<file path="src/rtl/assert_macros.svh">
// Assertion helpers used by the datapath.
`ifndef ASSERT_MACROS_SVH
`define ASSERT_MACROS_SVH

// The expression holds at every clock edge outside reset.
`define CHK_HOLDS(lbl, clk, rstn, expr) \
	lbl: assert property (@(posedge clk) disable iff (!rstn) (expr)) \
		else $error("invariant violated");

// When the first expression holds, the second holds in the cycle after.
`define CHK_NEXT(lbl, clk, rstn, ante, cons) \
	lbl: assert property (@(posedge clk) disable iff (!rstn) (ante) |=> (cons)) \
		else $error("sequence violated");

`endif

</file>
<file path="src/rtl/pts_pkg.sv">
package pts_pkg;

	localparam int unsigned TABLE_DEPTH_DEF = 8;
	localparam int unsigned MAX_RESULTS = 8;

	typedef enum logic [1:0] {
		OP_TICK    = 2'd0,
		OP_ADD     = 2'd1,
		OP_DEL     = 2'd2,
		OP_SERVICE = 2'd3
	} op_t;

	typedef enum logic [2:0] {
		ST_ADDED      = 3'd0,
		ST_UPDATED    = 3'd1,
		ST_FULL       = 3'd2,
		ST_REMOVED    = 3'd3,
		ST_NOT_FOUND  = 3'd4,
		ST_TICK_DONE  = 3'd5,
		ST_DISPATCHED = 3'd6,
		ST_NONE_READY = 3'd7
	} status_t;

	typedef struct packed {
		logic [1:0]  opcode;
		logic [7:0]  task_id;
		logic [15:0] first_delay;
		logic [15:0] run_period;
	} item_t;

	typedef struct packed {
		logic [2:0] status;
		logic [7:0] task_out;
		logic       was_one_shot;
		logic       last;
	} result_t;

	typedef struct packed {
		logic [7:0]  id;
		logic [15:0] countdown;
		logic [15:0] period;
		logic        ready;
	} entry_t;

	typedef enum logic [3:0] {
		S_IDLE,
		S_TK_RD,
		S_TK_EX,
		S_AD_RD,
		S_AD_EX,
		S_DL_RD,
		S_DL_EX,
		S_DL_MV,
		S_SV_RD,
		S_SV_EX,
		S_SV_MV,
		S_SV_END,
		S_FIN
	} state_t;

	typedef enum logic [2:0] {
		WR_NONE,
		WR_TICK,
		WR_NEW,
		WR_APPEND,
		WR_MOVE,
		WR_RELOAD
	} wr_sel_t;

	typedef enum logic [1:0] {
		OUT_NONE,
		OUT_PEND_MORE,
		OUT_PEND_LAST,
		OUT_FINAL
	} out_sel_t;

	typedef struct packed {
		logic     load_item;
		logic     rd_cur;
		logic     rd_last;
		logic     inc_i;
		logic     cnt_inc;
		logic     cnt_dec;
		logic     pend_load;
		wr_sel_t  wr_sel;
		out_sel_t out_sel;
		status_t  status;
	} ctl_cmd_t;

	typedef struct packed {
		logic i_end;
		logic n_full;
		logic id_match;
		logic ent_ready;
		logic one_shot;
		logic i_last;
		logic tbl_full;
		logic out_free;
		logic pend_valid;
	} dp_stat_t;

endpackage

</file>
<file path="src/rtl/pts_datapath.sv">
`include "assert_macros.svh"

module pts_datapath import pts_pkg::*; #(
	parameter int unsigned TABLE_DEPTH = TABLE_DEPTH_DEF
) (
	input  logic     clk,
	input  logic     arst_n,
	input  item_t    item,
	input  ctl_cmd_t cmd,
	output dp_stat_t stat,
	output logic     result_valid,
	input  logic     result_ready,
	output result_t  result
);

	localparam int unsigned AW = (TABLE_DEPTH > 1) ? $clog2(TABLE_DEPTH) : 1;
	localparam int unsigned CW = $clog2(TABLE_DEPTH + 1);
	localparam int unsigned NW = $clog2(MAX_RESULTS + 1);
	localparam logic [CW-1:0] DEPTH_C = CW'(TABLE_DEPTH);
	localparam logic [NW-1:0] NMAX_C = NW'(MAX_RESULTS);

	entry_t        mem [TABLE_DEPTH];
	entry_t        rdata_q;
	item_t         item_q;
	logic [CW-1:0] cnt_q;
	logic [CW-1:0] idx_q;
	logic [CW-1:0] lastidx;
	logic [NW-1:0] n_q;
	logic          pend_valid_q;
	logic [7:0]    pend_id_q;
	logic          pend_one_q;
	logic          result_valid_q;
	result_t       result_q;

	logic          rd_en;
	logic [AW-1:0] rd_addr;
	logic          wr_en;
	logic [AW-1:0] wr_addr;
	entry_t        wr_data;
	logic          push;

	assign lastidx = cnt_q - CW'(1);
	assign rd_en   = cmd.rd_cur | cmd.rd_last;
	assign rd_addr = cmd.rd_last ? lastidx[AW-1:0] : idx_q[AW-1:0];
	assign push    = (cmd.out_sel != OUT_NONE);

	always_comb begin
		wr_en   = 1'b1;
		wr_addr = idx_q[AW-1:0];
		wr_data = rdata_q;
		unique case (cmd.wr_sel)
			WR_NONE: begin
				wr_en = 1'b0;
			end
			WR_TICK: begin
				// A due entry stays at zero and is marked ready.
				if (rdata_q.countdown == 16'd0) begin
					wr_data.ready = 1'b1;
				end else begin
					wr_data.countdown = rdata_q.countdown - 16'd1;
				end
			end
			WR_NEW: begin
				wr_data = '{id: item_q.task_id, countdown: item_q.first_delay,
					period: item_q.run_period, ready: 1'b0};
			end
			WR_APPEND: begin
				wr_addr = cnt_q[AW-1:0];
				wr_data = '{id: item_q.task_id, countdown: item_q.first_delay,
					period: item_q.run_period, ready: 1'b0};
			end
			WR_MOVE: begin
				wr_data = rdata_q;
			end
			WR_RELOAD: begin
				wr_data.countdown = rdata_q.period;
				wr_data.ready     = 1'b0;
			end
			default: begin
				wr_en = 1'b0;
			end
		endcase
	end

	always_ff @(posedge clk) begin
		if (wr_en) begin
			mem[wr_addr] <= wr_data;
		end
		if (rd_en) begin
			rdata_q <= mem[rd_addr];
		end
	end

	always_ff @(posedge clk) begin
		if (cmd.load_item) begin
			item_q <= item;
		end
		if (cmd.pend_load) begin
			pend_id_q  <= rdata_q.id;
			pend_one_q <= (rdata_q.period == 16'd0);
		end
	end

	always_ff @(posedge clk or negedge arst_n) begin
		if (!arst_n) begin
			cnt_q        <= '0;
			idx_q        <= '0;
			n_q          <= '0;
			pend_valid_q <= 1'b0;
		end else begin
			if (cmd.cnt_inc) begin
				cnt_q <= cnt_q + CW'(1);
			end else if (cmd.cnt_dec) begin
				cnt_q <= lastidx;
			end
			if (cmd.load_item) begin
				idx_q <= '0;
			end else if (cmd.inc_i) begin
				idx_q <= idx_q + CW'(1);
			end
			if (cmd.load_item) begin
				n_q <= '0;
			end else if (cmd.pend_load) begin
				n_q <= n_q + NW'(1);
			end
			if (cmd.load_item) begin
				pend_valid_q <= 1'b0;
			end else if (cmd.pend_load) begin
				pend_valid_q <= 1'b1;
			end else if (cmd.out_sel == OUT_PEND_LAST) begin
				pend_valid_q <= 1'b0;
			end
		end
	end

	// Output register: a beat waits here while the sequencer moves on.
	always_ff @(posedge clk or negedge arst_n) begin
		if (!arst_n) begin
			result_valid_q <= 1'b0;
		end else if (push) begin
			result_valid_q <= 1'b1;
		end else if (result_ready) begin
			result_valid_q <= 1'b0;
		end
	end

	always_ff @(posedge clk) begin
		if (push) begin
			unique case (cmd.out_sel)
				OUT_PEND_MORE, OUT_PEND_LAST: begin
					result_q.status       <= ST_DISPATCHED;
					result_q.task_out     <= pend_id_q;
					result_q.was_one_shot <= pend_one_q;
					result_q.last         <= (cmd.out_sel == OUT_PEND_LAST);
				end
				default: begin
					result_q.status       <= cmd.status;
					result_q.task_out     <= (cmd.status == ST_TICK_DONE ||
						cmd.status == ST_NONE_READY) ? 8'd0 : item_q.task_id;
					result_q.was_one_shot <= 1'b0;
					result_q.last         <= 1'b1;
				end
			endcase
		end
	end

	assign result_valid = result_valid_q;
	assign result       = result_q;

	assign stat.i_end      = (idx_q >= cnt_q);
	assign stat.n_full     = (n_q >= NMAX_C);
	assign stat.id_match   = (rdata_q.id == item_q.task_id);
	assign stat.ent_ready  = rdata_q.ready;
	assign stat.one_shot   = (rdata_q.period == 16'd0);
	assign stat.i_last     = (idx_q == lastidx);
	assign stat.tbl_full   = (cnt_q >= DEPTH_C);
	assign stat.out_free   = !result_valid_q || result_ready;
	assign stat.pend_valid = pend_valid_q;

	`CHK_HOLDS(a_cnt_range, clk, arst_n, cnt_q <= DEPTH_C)
	`CHK_HOLDS(a_rd_in_table, clk, arst_n, !cmd.rd_cur || (idx_q < cnt_q))
	`CHK_HOLDS(a_dispatch_cap, clk, arst_n, !cmd.pend_load || (n_q < NMAX_C))
	`CHK_HOLDS(a_no_overwrite, clk, arst_n, !push || !result_valid_q || result_ready)
	`CHK_NEXT(a_dec_empties, clk, arst_n, cmd.cnt_dec && (cnt_q == CW'(1)), cnt_q == '0)

endmodule

</file>
<file path="src/rtl/pts_controller.sv">
module pts_controller import pts_pkg::*; (
	input  logic     clk,
	input  logic     arst_n,
	input  logic     item_valid,
	output logic     item_ready,
	input  op_t      opcode,
	input  dp_stat_t stat,
	output ctl_cmd_t cmd
);

	state_t  state_q, state_d;
	status_t res_q, res_d;

	always_ff @(posedge clk or negedge arst_n) begin
		if (!arst_n) begin
			state_q <= S_IDLE;
			res_q   <= ST_ADDED;
		end else begin
			state_q <= state_d;
			res_q   <= res_d;
		end
	end

	always_comb begin
		state_d       = state_q;
		res_d         = res_q;
		item_ready    = (state_q == S_IDLE);
		cmd.load_item = 1'b0;
		cmd.rd_cur    = 1'b0;
		cmd.rd_last   = 1'b0;
		cmd.inc_i     = 1'b0;
		cmd.cnt_inc   = 1'b0;
		cmd.cnt_dec   = 1'b0;
		cmd.pend_load = 1'b0;
		cmd.wr_sel    = WR_NONE;
		cmd.out_sel   = OUT_NONE;
		cmd.status    = res_q;
		unique case (state_q)
			S_IDLE: begin
				if (item_valid) begin
					cmd.load_item = 1'b1;
					unique case (opcode)
						OP_TICK:    state_d = S_TK_RD;
						OP_ADD:     state_d = S_AD_RD;
						OP_DEL:     state_d = S_DL_RD;
						OP_SERVICE: state_d = S_SV_RD;
						default:    state_d = S_IDLE;
					endcase
				end
			end
			S_TK_RD: begin
				if (stat.i_end) begin
					res_d   = ST_TICK_DONE;
					state_d = S_FIN;
				end else begin
					cmd.rd_cur = 1'b1;
					state_d    = S_TK_EX;
				end
			end
			S_TK_EX: begin
				cmd.wr_sel = WR_TICK;
				cmd.inc_i  = 1'b1;
				state_d    = S_TK_RD;
			end
			S_AD_RD: begin
				if (stat.i_end) begin
					if (stat.tbl_full) begin
						res_d = ST_FULL;
					end else begin
						cmd.wr_sel  = WR_APPEND;
						cmd.cnt_inc = 1'b1;
						res_d       = ST_ADDED;
					end
					state_d = S_FIN;
				end else begin
					cmd.rd_cur = 1'b1;
					state_d    = S_AD_EX;
				end
			end
			S_AD_EX: begin
				if (stat.id_match) begin
					cmd.wr_sel = WR_NEW;
					res_d      = ST_UPDATED;
					state_d    = S_FIN;
				end else begin
					cmd.inc_i = 1'b1;
					state_d   = S_AD_RD;
				end
			end
			S_DL_RD: begin
				if (stat.i_end) begin
					res_d   = ST_NOT_FOUND;
					state_d = S_FIN;
				end else begin
					cmd.rd_cur = 1'b1;
					state_d    = S_DL_EX;
				end
			end
			S_DL_EX: begin
				if (stat.id_match) begin
					if (stat.i_last) begin
						cmd.cnt_dec = 1'b1;
						res_d       = ST_REMOVED;
						state_d     = S_FIN;
					end else begin
						cmd.rd_last = 1'b1;
						state_d     = S_DL_MV;
					end
				end else begin
					cmd.inc_i = 1'b1;
					state_d   = S_DL_RD;
				end
			end
			S_DL_MV: begin
				cmd.wr_sel  = WR_MOVE;
				cmd.cnt_dec = 1'b1;
				res_d       = ST_REMOVED;
				state_d     = S_FIN;
			end
			S_SV_RD: begin
				if (stat.i_end || stat.n_full) begin
					state_d = S_SV_END;
				end else begin
					cmd.rd_cur = 1'b1;
					state_d    = S_SV_EX;
				end
			end
			S_SV_EX: begin
				// A dispatch is held back one step so that its last flag is known
				// when it leaves; the held beat goes out as the next one arrives.
				if (!stat.ent_ready) begin
					cmd.inc_i = 1'b1;
					state_d   = S_SV_RD;
				end else if (!stat.pend_valid || stat.out_free) begin
					if (stat.pend_valid) begin
						cmd.out_sel = OUT_PEND_MORE;
					end
					cmd.pend_load = 1'b1;
					if (stat.one_shot) begin
						if (stat.i_last) begin
							cmd.cnt_dec = 1'b1;
							state_d     = S_SV_RD;
						end else begin
							cmd.rd_last = 1'b1;
							state_d     = S_SV_MV;
						end
					end else begin
						cmd.wr_sel = WR_RELOAD;
						cmd.inc_i  = 1'b1;
						state_d    = S_SV_RD;
					end
				end
			end
			S_SV_MV: begin
				// The moved entry lands in the current slot and is examined next.
				cmd.wr_sel  = WR_MOVE;
				cmd.cnt_dec = 1'b1;
				state_d     = S_SV_RD;
			end
			S_SV_END: begin
				if (stat.out_free) begin
					if (stat.pend_valid) begin
						cmd.out_sel = OUT_PEND_LAST;
					end else begin
						cmd.out_sel = OUT_FINAL;
						cmd.status  = ST_NONE_READY;
					end
					state_d = S_IDLE;
				end
			end
			S_FIN: begin
				if (stat.out_free) begin
					cmd.out_sel = OUT_FINAL;
					state_d     = S_IDLE;
				end
			end
			default: begin
				state_d = S_IDLE;
			end
		endcase
	end

endmodule

</file>
<file path="src/rtl/periodic_task_scheduler_table_unit.sv">
// Channel   Direction  Handshake                    Payload
// item      in         item_valid / item_ready      item_t (opcode, task_id, delays)
// result    out        result_valid / result_ready  result_t (status, task_out, flags)
//
// One item is in work at a time; item_ready is high only between items.
// The task table is a single-port memory, so the scan takes each entry in
// a read step and then an examine or write-back step; delete and a service
// pass add a move step when a removed entry is not the last. Reset clears
// the entry count and control state only, not the table; no clearing pass.
// A full result register stalls the scan only at the step that must emit.
module periodic_task_scheduler_table_unit import pts_pkg::*; #(
	parameter int unsigned TABLE_DEPTH = TABLE_DEPTH_DEF
) (
	input  logic    clk,
	input  logic    arst_n,
	input  logic    item_valid,
	output logic    item_ready,
	input  item_t   item,
	output logic    result_valid,
	input  logic    result_ready,
	output result_t result
);

	ctl_cmd_t cmd;
	dp_stat_t stat;

	pts_controller u_ctl (
		.clk        (clk),
		.arst_n     (arst_n),
		.item_valid (item_valid),
		.item_ready (item_ready),
		.opcode     (op_t'(item.opcode)),
		.stat       (stat),
		.cmd        (cmd)
	);

	pts_datapath #(
		.TABLE_DEPTH (TABLE_DEPTH)
	) u_dp (
		.clk          (clk),
		.arst_n       (arst_n),
		.item         (item),
		.cmd          (cmd),
		.stat         (stat),
		.result_valid (result_valid),
		.result_ready (result_ready),
		.result       (result)
	);

endmodule
</file>
<file path="config.mk">
export PLATFORM = sky130hd
export DESIGN_NAME = periodic_task_scheduler_table_unit
export DESIGN_NICKNAME = d
export VERILOG_FILES = /design/src/rtl/pts_pkg.sv /design/src/rtl/pts_datapath.sv /design/src/rtl/pts_controller.sv /design/src/rtl/periodic_task_scheduler_table_unit.sv
export VERILOG_INCLUDE_DIRS = /design/src /design/src/rtl
export SDC_FILE = /design/constraint.sdc
export NUM_CORES = 1
export LEC_CHECK = 0
export BUFFER_PORTS_ARGS = -buffer_cell sky130_fd_sc_hd__buf_2
export CORE_ASPECT_RATIO = 1.4
export CORE_MARGIN = 2
export CORE_UTILIZATION = 30
export CTS_BUF_LIST = sky130_fd_sc_hd__clkbuf_8
export DETAILED_ROUTE_END_ITERATION = 10
export SYNTH_ARGS = -nofsm -noshare
export SYNTH_HDL_FRONTEND = slang
export SYNTH_HIERARCHICAL = 1
export SYNTH_SLANG_ARGS = --single-unit
export TNS_END_PERCENT = 30
</file>
<file path="constraint.sdc">
create_clock -name clk -period 8 [get_ports clk]
set_input_delay 1.6 -clock clk [delete_from_list [all_inputs] [get_ports clk]]
set_output_delay 1.6 -clock clk [all_outputs]
set_load 0.02 [all_outputs]
</file>
# Yosys cells after proc, flatten, opt, wreduce, memory -nomap -nowiden
# Memories as Yosys holds them, arrays and structs flattened. A register that Yosys moved wholly into a read port is not among the register bits.
# Cells that the tools add are included.
[totals] mem_count=1 ram_bits=328 elab_cells=172 in_bits=46 mem_bits_ro=0 latch_bits=0 out_inout_bits=15 ff_bits=83
[mem_list] memory="u_dp.mem" words=8 word_bits=41 rd=1 rd_clocked_by_memory_dff=1 wr=1 line_no="pts_datapath.sv:22" text="entry_t mem [TABLE_DEPTH];"
[classes] n_div=0 magnitude_cmp=3 mux=84 n_eq_ne=35 n_reduce_logical=27 bitwise=1 shift=0 n_mul=0 add_sub_neg=5
[ops] op="2-to-1 mux 4 bit" count=17
[ops] op="one-hot mux 16 bit (3 select lines)" count=1
[ops] op="one-hot mux 4 bit (12 select lines)" count=1
[ops] op="2-to-1 mux 3 bit" count=12
[ops] op="logical NOT 16 bit" count=2
[ops] op="2-to-1 mux 16 bit" count=2
[ops] op="2-to-1 mux 1 bit" count=29
[ops] op="== test 4 bit (second input constant)" count=5
[ops] op="one-hot mux 3 bit (6 select lines)" count=1
[ops] op="== test 4 x 3 -> 1 bit (second input constant)" count=4
[ops] op="2-to-1 mux 8 bit" count=2
[ops] op="one-hot mux 4 bit (4 select lines)" count=1
[ops] op="subtractor 16 x 1 -> 16 bit (second input constant)" count=1
[ops] op="one-hot mux 3 bit (5 select lines)" count=1
[ops] op="2-to-1 mux 2 bit" count=7
[ops] op="2-to-1 mux 7 bit" count=2
[ops] op="adder 4 x 1 -> 4 bit (second input constant)" count=3
[ops] op="== test 3 bit (second input constant)" count=4
[ops] op="2-to-1 mux 10 bit" count=1
[ops] op="nonzero test 2 bit" count=5
[ops] op="OR reduction 2 bit" count=5
[ops] op="== test 4 x 2 -> 1 bit (second input constant)" count=2
[ops] op="== test 8 bit" count=1
[ops] op="greater-or-equal comparator 4 bit (second input constant)" count=2
[ops] op="26 further kinds" count=44

# Logic depth before layout (Yosys ltp)
[logic_depth] depth_word=12 mapped_depth=18 mapped_depth_nobuf=16

# Hierarchy
# Netlist, hierarchy kept.
[modules_own_cells] module="pts_datapath" area_each_um2=17958.5 n_inst=1 cells_per_inst=979 seq_area_each_um2=13292.7
[modules_own_cells] module="pts_controller" area_each_um2=898.4 n_inst=1 cells_per_inst=119 seq_area_each_um2=175.2

# Worst setup path after synthesis
# OpenSTA, ideal clock, no wires.
[synth_path] kind="input -> register" from="input result_ready" to="memory u_dp/mem[7][0] in the netlist's numbering, enable pin" t_required_ps=7510 path_buffers=2 setup_slack_ps=1646 arrival_time_ps=5864 cell_stages=9 setup_ps=490 path_cell_list="nand2b_1 nor2b_1 or2_1 o21ai_1 clkbuf_1 nor2b_1 clkbuf_1 a22oi_1 nor3_1"
[synth_rtl] item="start, declared" line_no="periodic_task_scheduler_table_unit.sv:20" text="input logic result_ready,"
[synth_rtl] item="end, declared" line_no="pts_datapath.sv:22"

==> metrics.md <==
| Metric | Value |
|---|---|
| Data required, critical path | `8.28 ns` |
| Vias in the first global route | `10465` |
| Fmax | `195 MHz` |
| Number of gates resized after cts | `0` |
| Clock Latency Late Sink | `0.63 ns` |
| CTS Sinks | `452` |
| Starting Density | `30.4%` |
| Port Buf Inserts | `60` |
| EDFF count, synth | `431` |
| Drt first pass iters | `5` |
| CTS clk-pin slew, worst paths | `0.06 ns` |
| PD cells | `399 nW/um^2` |
| Post-Syn Area | `18900 sq um` |
| Critical Path Slowest Stage Cell | `nor2_4` |
| Startpoint types | `register` |
| Clk buf depth | `3` |
| Largest net degree at the start of global routing | `83` |
| Pre-CTS WS | `2.52 ns` |
| Least-Margin Pin Slew | `1.18 ns` |
| Placer Congestion | `0.845` |
| Min Clock Period, post-route | `5.13 ns` |
| RSZ-0062 raised after global routing | `no` |
| # IOs | `61` |
| Hold Vio Cnt, Final | `0` |
| Outcome | `complete, no violations` |
| Sequential share of the synthesized area | `71.4%` |
| FP Rows | `108` |
| Max transition margin | `21.4%` |
| CP Class | `register to register` |
| Leak | `0.00709 uW` |
| Post-route antenna net violation count | `0` |
| Critical Path Sink Type | `register` |
| Avg Cell Area, Syn | `17.2 sq um` |
| Die Height | `301 um` |
| Core area | `62000 sq um` |
| Drt wl/cell | `19.9 um` |
| Main combinational cell family by area after synthesis | `multiplexers` |
| Number of buffers created by CTS | `73` |
| Yosys reg bits | `452` |
| Mapped Cells | `1098` |
| Die Footprint | `64900 sq um` |
| Crit path cell chain | `inv_1 > ha_1 > nand2b_1 > a21oi_1 > nor2b_1 > o21ai_0 > nand2b_1 > nand2b_1 > or2_1 > o32a_1 > nor2_1 > buf_4 > nor2b_2 > buf_4 > a22oi_1 > nor2_4 > buf_4` |
| Ys flop type | `edfxtp_1` |
| Mux cell area share after synthesis | `12.7%` |
| Max Slew Vio Count | `0` |
| Nets | `1256` |
| Post-synthesis xor/xnor area fraction | `1.16%` |
| Syn. warnings | `6` |
| Area share of and/or/nand/nor cells after synthesis | `7.19%` |
| Share of layout cells above drive strength 1 | `26.1%` |
| Synth Area in Compound Gates | `4.46%` |
| Max incr delay on CP | `0.84 ns` |
| GRT overflow | `0` |
| Async set-reset flop share out of synthesis | `4.65%` |
| # DRC | `0` |
| CTS tree | `done` |
| Vias per Instance | `4.88` |
| Vias | `10100` |
| Final HPWL from detailed placement | `23600 um` |
| First-pass GRT wire length | `62800 um` |
| Setup slack after layout | `2.87 ns` |
| Mapped Nets | `1157` |
| Hold Path Class | `register to register` |
| Die X | `216 um` |
| DRT iter0 DRCs | `834` |
| Setup violations, final | `0` |
| H-Tree Depth | `3` |
| Global Route Usage Sum | `12.8%` |
| Layout area overhead | `13.7%` |
| Peak supply drop | `232 uV` |
| Setup TNS | `0 ns` |
| Hold bufs inserted after CTS | `0` |
| Max cap viols | `0` |
| Crit path DAT | `5.40 ns` |
| Initial antenna violation count | `1` |
| Post-CTS setup buffer count | `0` |
| Distinct cells, synth | `77` |
| Crit-path max FO | `29` |
| Fin crit share | `64.1%` |
| Overall routed net length | `41200 um` |
| Root Driver | `clkbuf_8` |
| Synthesized-area fraction occupied by adder cells | `0.863%` |
| Fin Clk Skew | `0.0211 ns` |
-- logic make-up after synthesis --
kind of cell / after synthesis
flops: 452
fa+ha+maj: 13
simple gates: 263
buf+inv: 84
mux: 131
xor+xnor: 25
compound gates: 130
-- synth_stat cells (4+ instances only) --
library cell	number	share of area, %
buf_4	4	0.16
nor2b_1	7	0.23
and2_1	4	0.13
nand3_1	4	0.11
mux2i_1	6	0.32
xnor2_1	19	0.88
nand4_1	6	0.20
clkbuf_1	23	0.46
buf_6	9	0.54
mux4_2	82	9.8
nor2_1	37	0.74
o21ai_1	9	0.24
nand2_1	123	2.4
nand3b_1	5	0.20
xor2_1	6	0.28
nor3b_1	4	0.16
nor3_1	12	0.32
inv_1	28	0.56
ha_1	13	0.86
dfrtp_1	21	2.8
nor4_2	4	0.27
o22ai_1	11	0.36
a21oi_1	39	1.0
edfxtp_1	431	69
o22a_1	5	0.23
nand2b_1	19	0.63
buf_2	17	0.45
or2_1	6	0.20
a2bb2oi_1	4	0.19
o21ai_0	26	0.69
nor4_1	8	0.27
mux2_2	41	2.4
-- worst max-delay path: cells and delay by family, from the launching register on --
family	cells	cell delay [ns]
adder cells (fa/ha/maj)	1	0.32
AO/OA/AOI/OAI	4	0.67
flip-flops	1	0.51
buffers and inverters	4	1.29
AND/OR/NAND/NOR	8	1.97
-- final timing paths --
path / from / to / slack (ns) / depth (start not counted)
max in group asynchronous: arst_n / u_dp/idx_q[3] / 6.69 / 1
worst max-delay path: u_dp/idx_q[0] / u_dp/mem[5][6] / 2.87 / 17
worst max register to register: u_dp/idx_q[0] / u_dp/mem[5][6] / 2.87 / 17
min in group asynchronous: arst_n / u_dp/cnt_q[0] / 0.94 / 1
worst min-delay path: u_ctl/res_q[0] / u_ctl/res_q[0] / 0.48 / 1
worst min register to register: u_ctl/res_q[0] / u_ctl/res_q[0] / 0.48 / 1
-- routing by layer --
layer  global-route usage [%]  share of wire [%]  wire length [um]
met5                        0                  0                 0
met1                     16.3                 43             17800
met2                     21.4                 48             20000
met3                     2.54                5.6              2330
met4                     5.41                2.7              1130
-- state kept, by name (all words and copies together) (netlist names) --
register and cells:
u_dp/pend_one_q 1, u_dp/result 13, u_dp/n_q 4, u_dp/cnt_q 4, u_dp/idx_q 4, u_dp/stat 1
u_ctl/state_q 4, u_dp/item_q 40, u_dp/rdata_q 40, u_dp/mem 328, u_dp/result_valid 1, u_dp/pend_id_q 8
u_ctl/res_q 3, u_dp/pend_valid_q 1
-- cells in the final DEF (no fill, tap or decap), types with 5 or more instances in the layout --
master	Yosys	routed
nand2b_1	19	19
xor2_1	6	6
nand2_1	123	123
mux4_2	82	82
nand3b_1	5	5
clkinv_2	0	7
ha_1	13	13
or2_1	6	6
dfrtp_1	21	21
o21ai_1	9	8
mux2_2	41	41
nor3_1	12	10
buf_4	4	18
nand4_1	6	6
nor4_1	8	8
o21ai_0	26	26
o22ai_1	11	11
inv_1	28	55
buf_2	17	60
o22a_1	5	5
clkbuf_8	0	74
nor2b_1	7	6
clkinv_1	0	9
a21oi_1	39	39
edfxtp_1	431	431
xnor2_1	19	19
nor2_4	0	6
nor2_1	37	31
-- stage by stage --
stage	power (uW)	hold slack, ns	instances	instance area (sq um)	util (%)
after detailed placement	6790	0.470	1947	20100	32.5
after CTS	8660	0.484	2070	21400	34.6
final	8560	0.482	2071	21400	34.6
after floorplan	5940	0.450	1098	18900	-
after global routing	9040	0.527	2071	21400	34.6
after global placement	6710	0.470	1947	20100	32.5
-- area by class of cell --
| cell class | instances | area [sq um] |
|---|---|---|
| clock buffers | 74 | 1020 |
| flip-flops and latches | 452 | 13500 |
| well taps | 825 | 1030 |
| inverters | 29 | 109 |
| repair buffers | 79 | 455 |
| diodes | 1 | 2.50 |
| clock inverters | 49 | 284 |
| fillers | 5895 | 40600 |
| multi-input cells | 562 | 5060 |
-- report_power, final --
group | internal [uW] | leakage [uW] | switching, uW
clock | 953 | 0.000765 | 885
sequential | 3660 | 0.00418 | 359
combinational | 1050 | 0.00214 | 1640
total | 5670 | 0.00709 | 2890
Power figures use the tool's default switching activity.
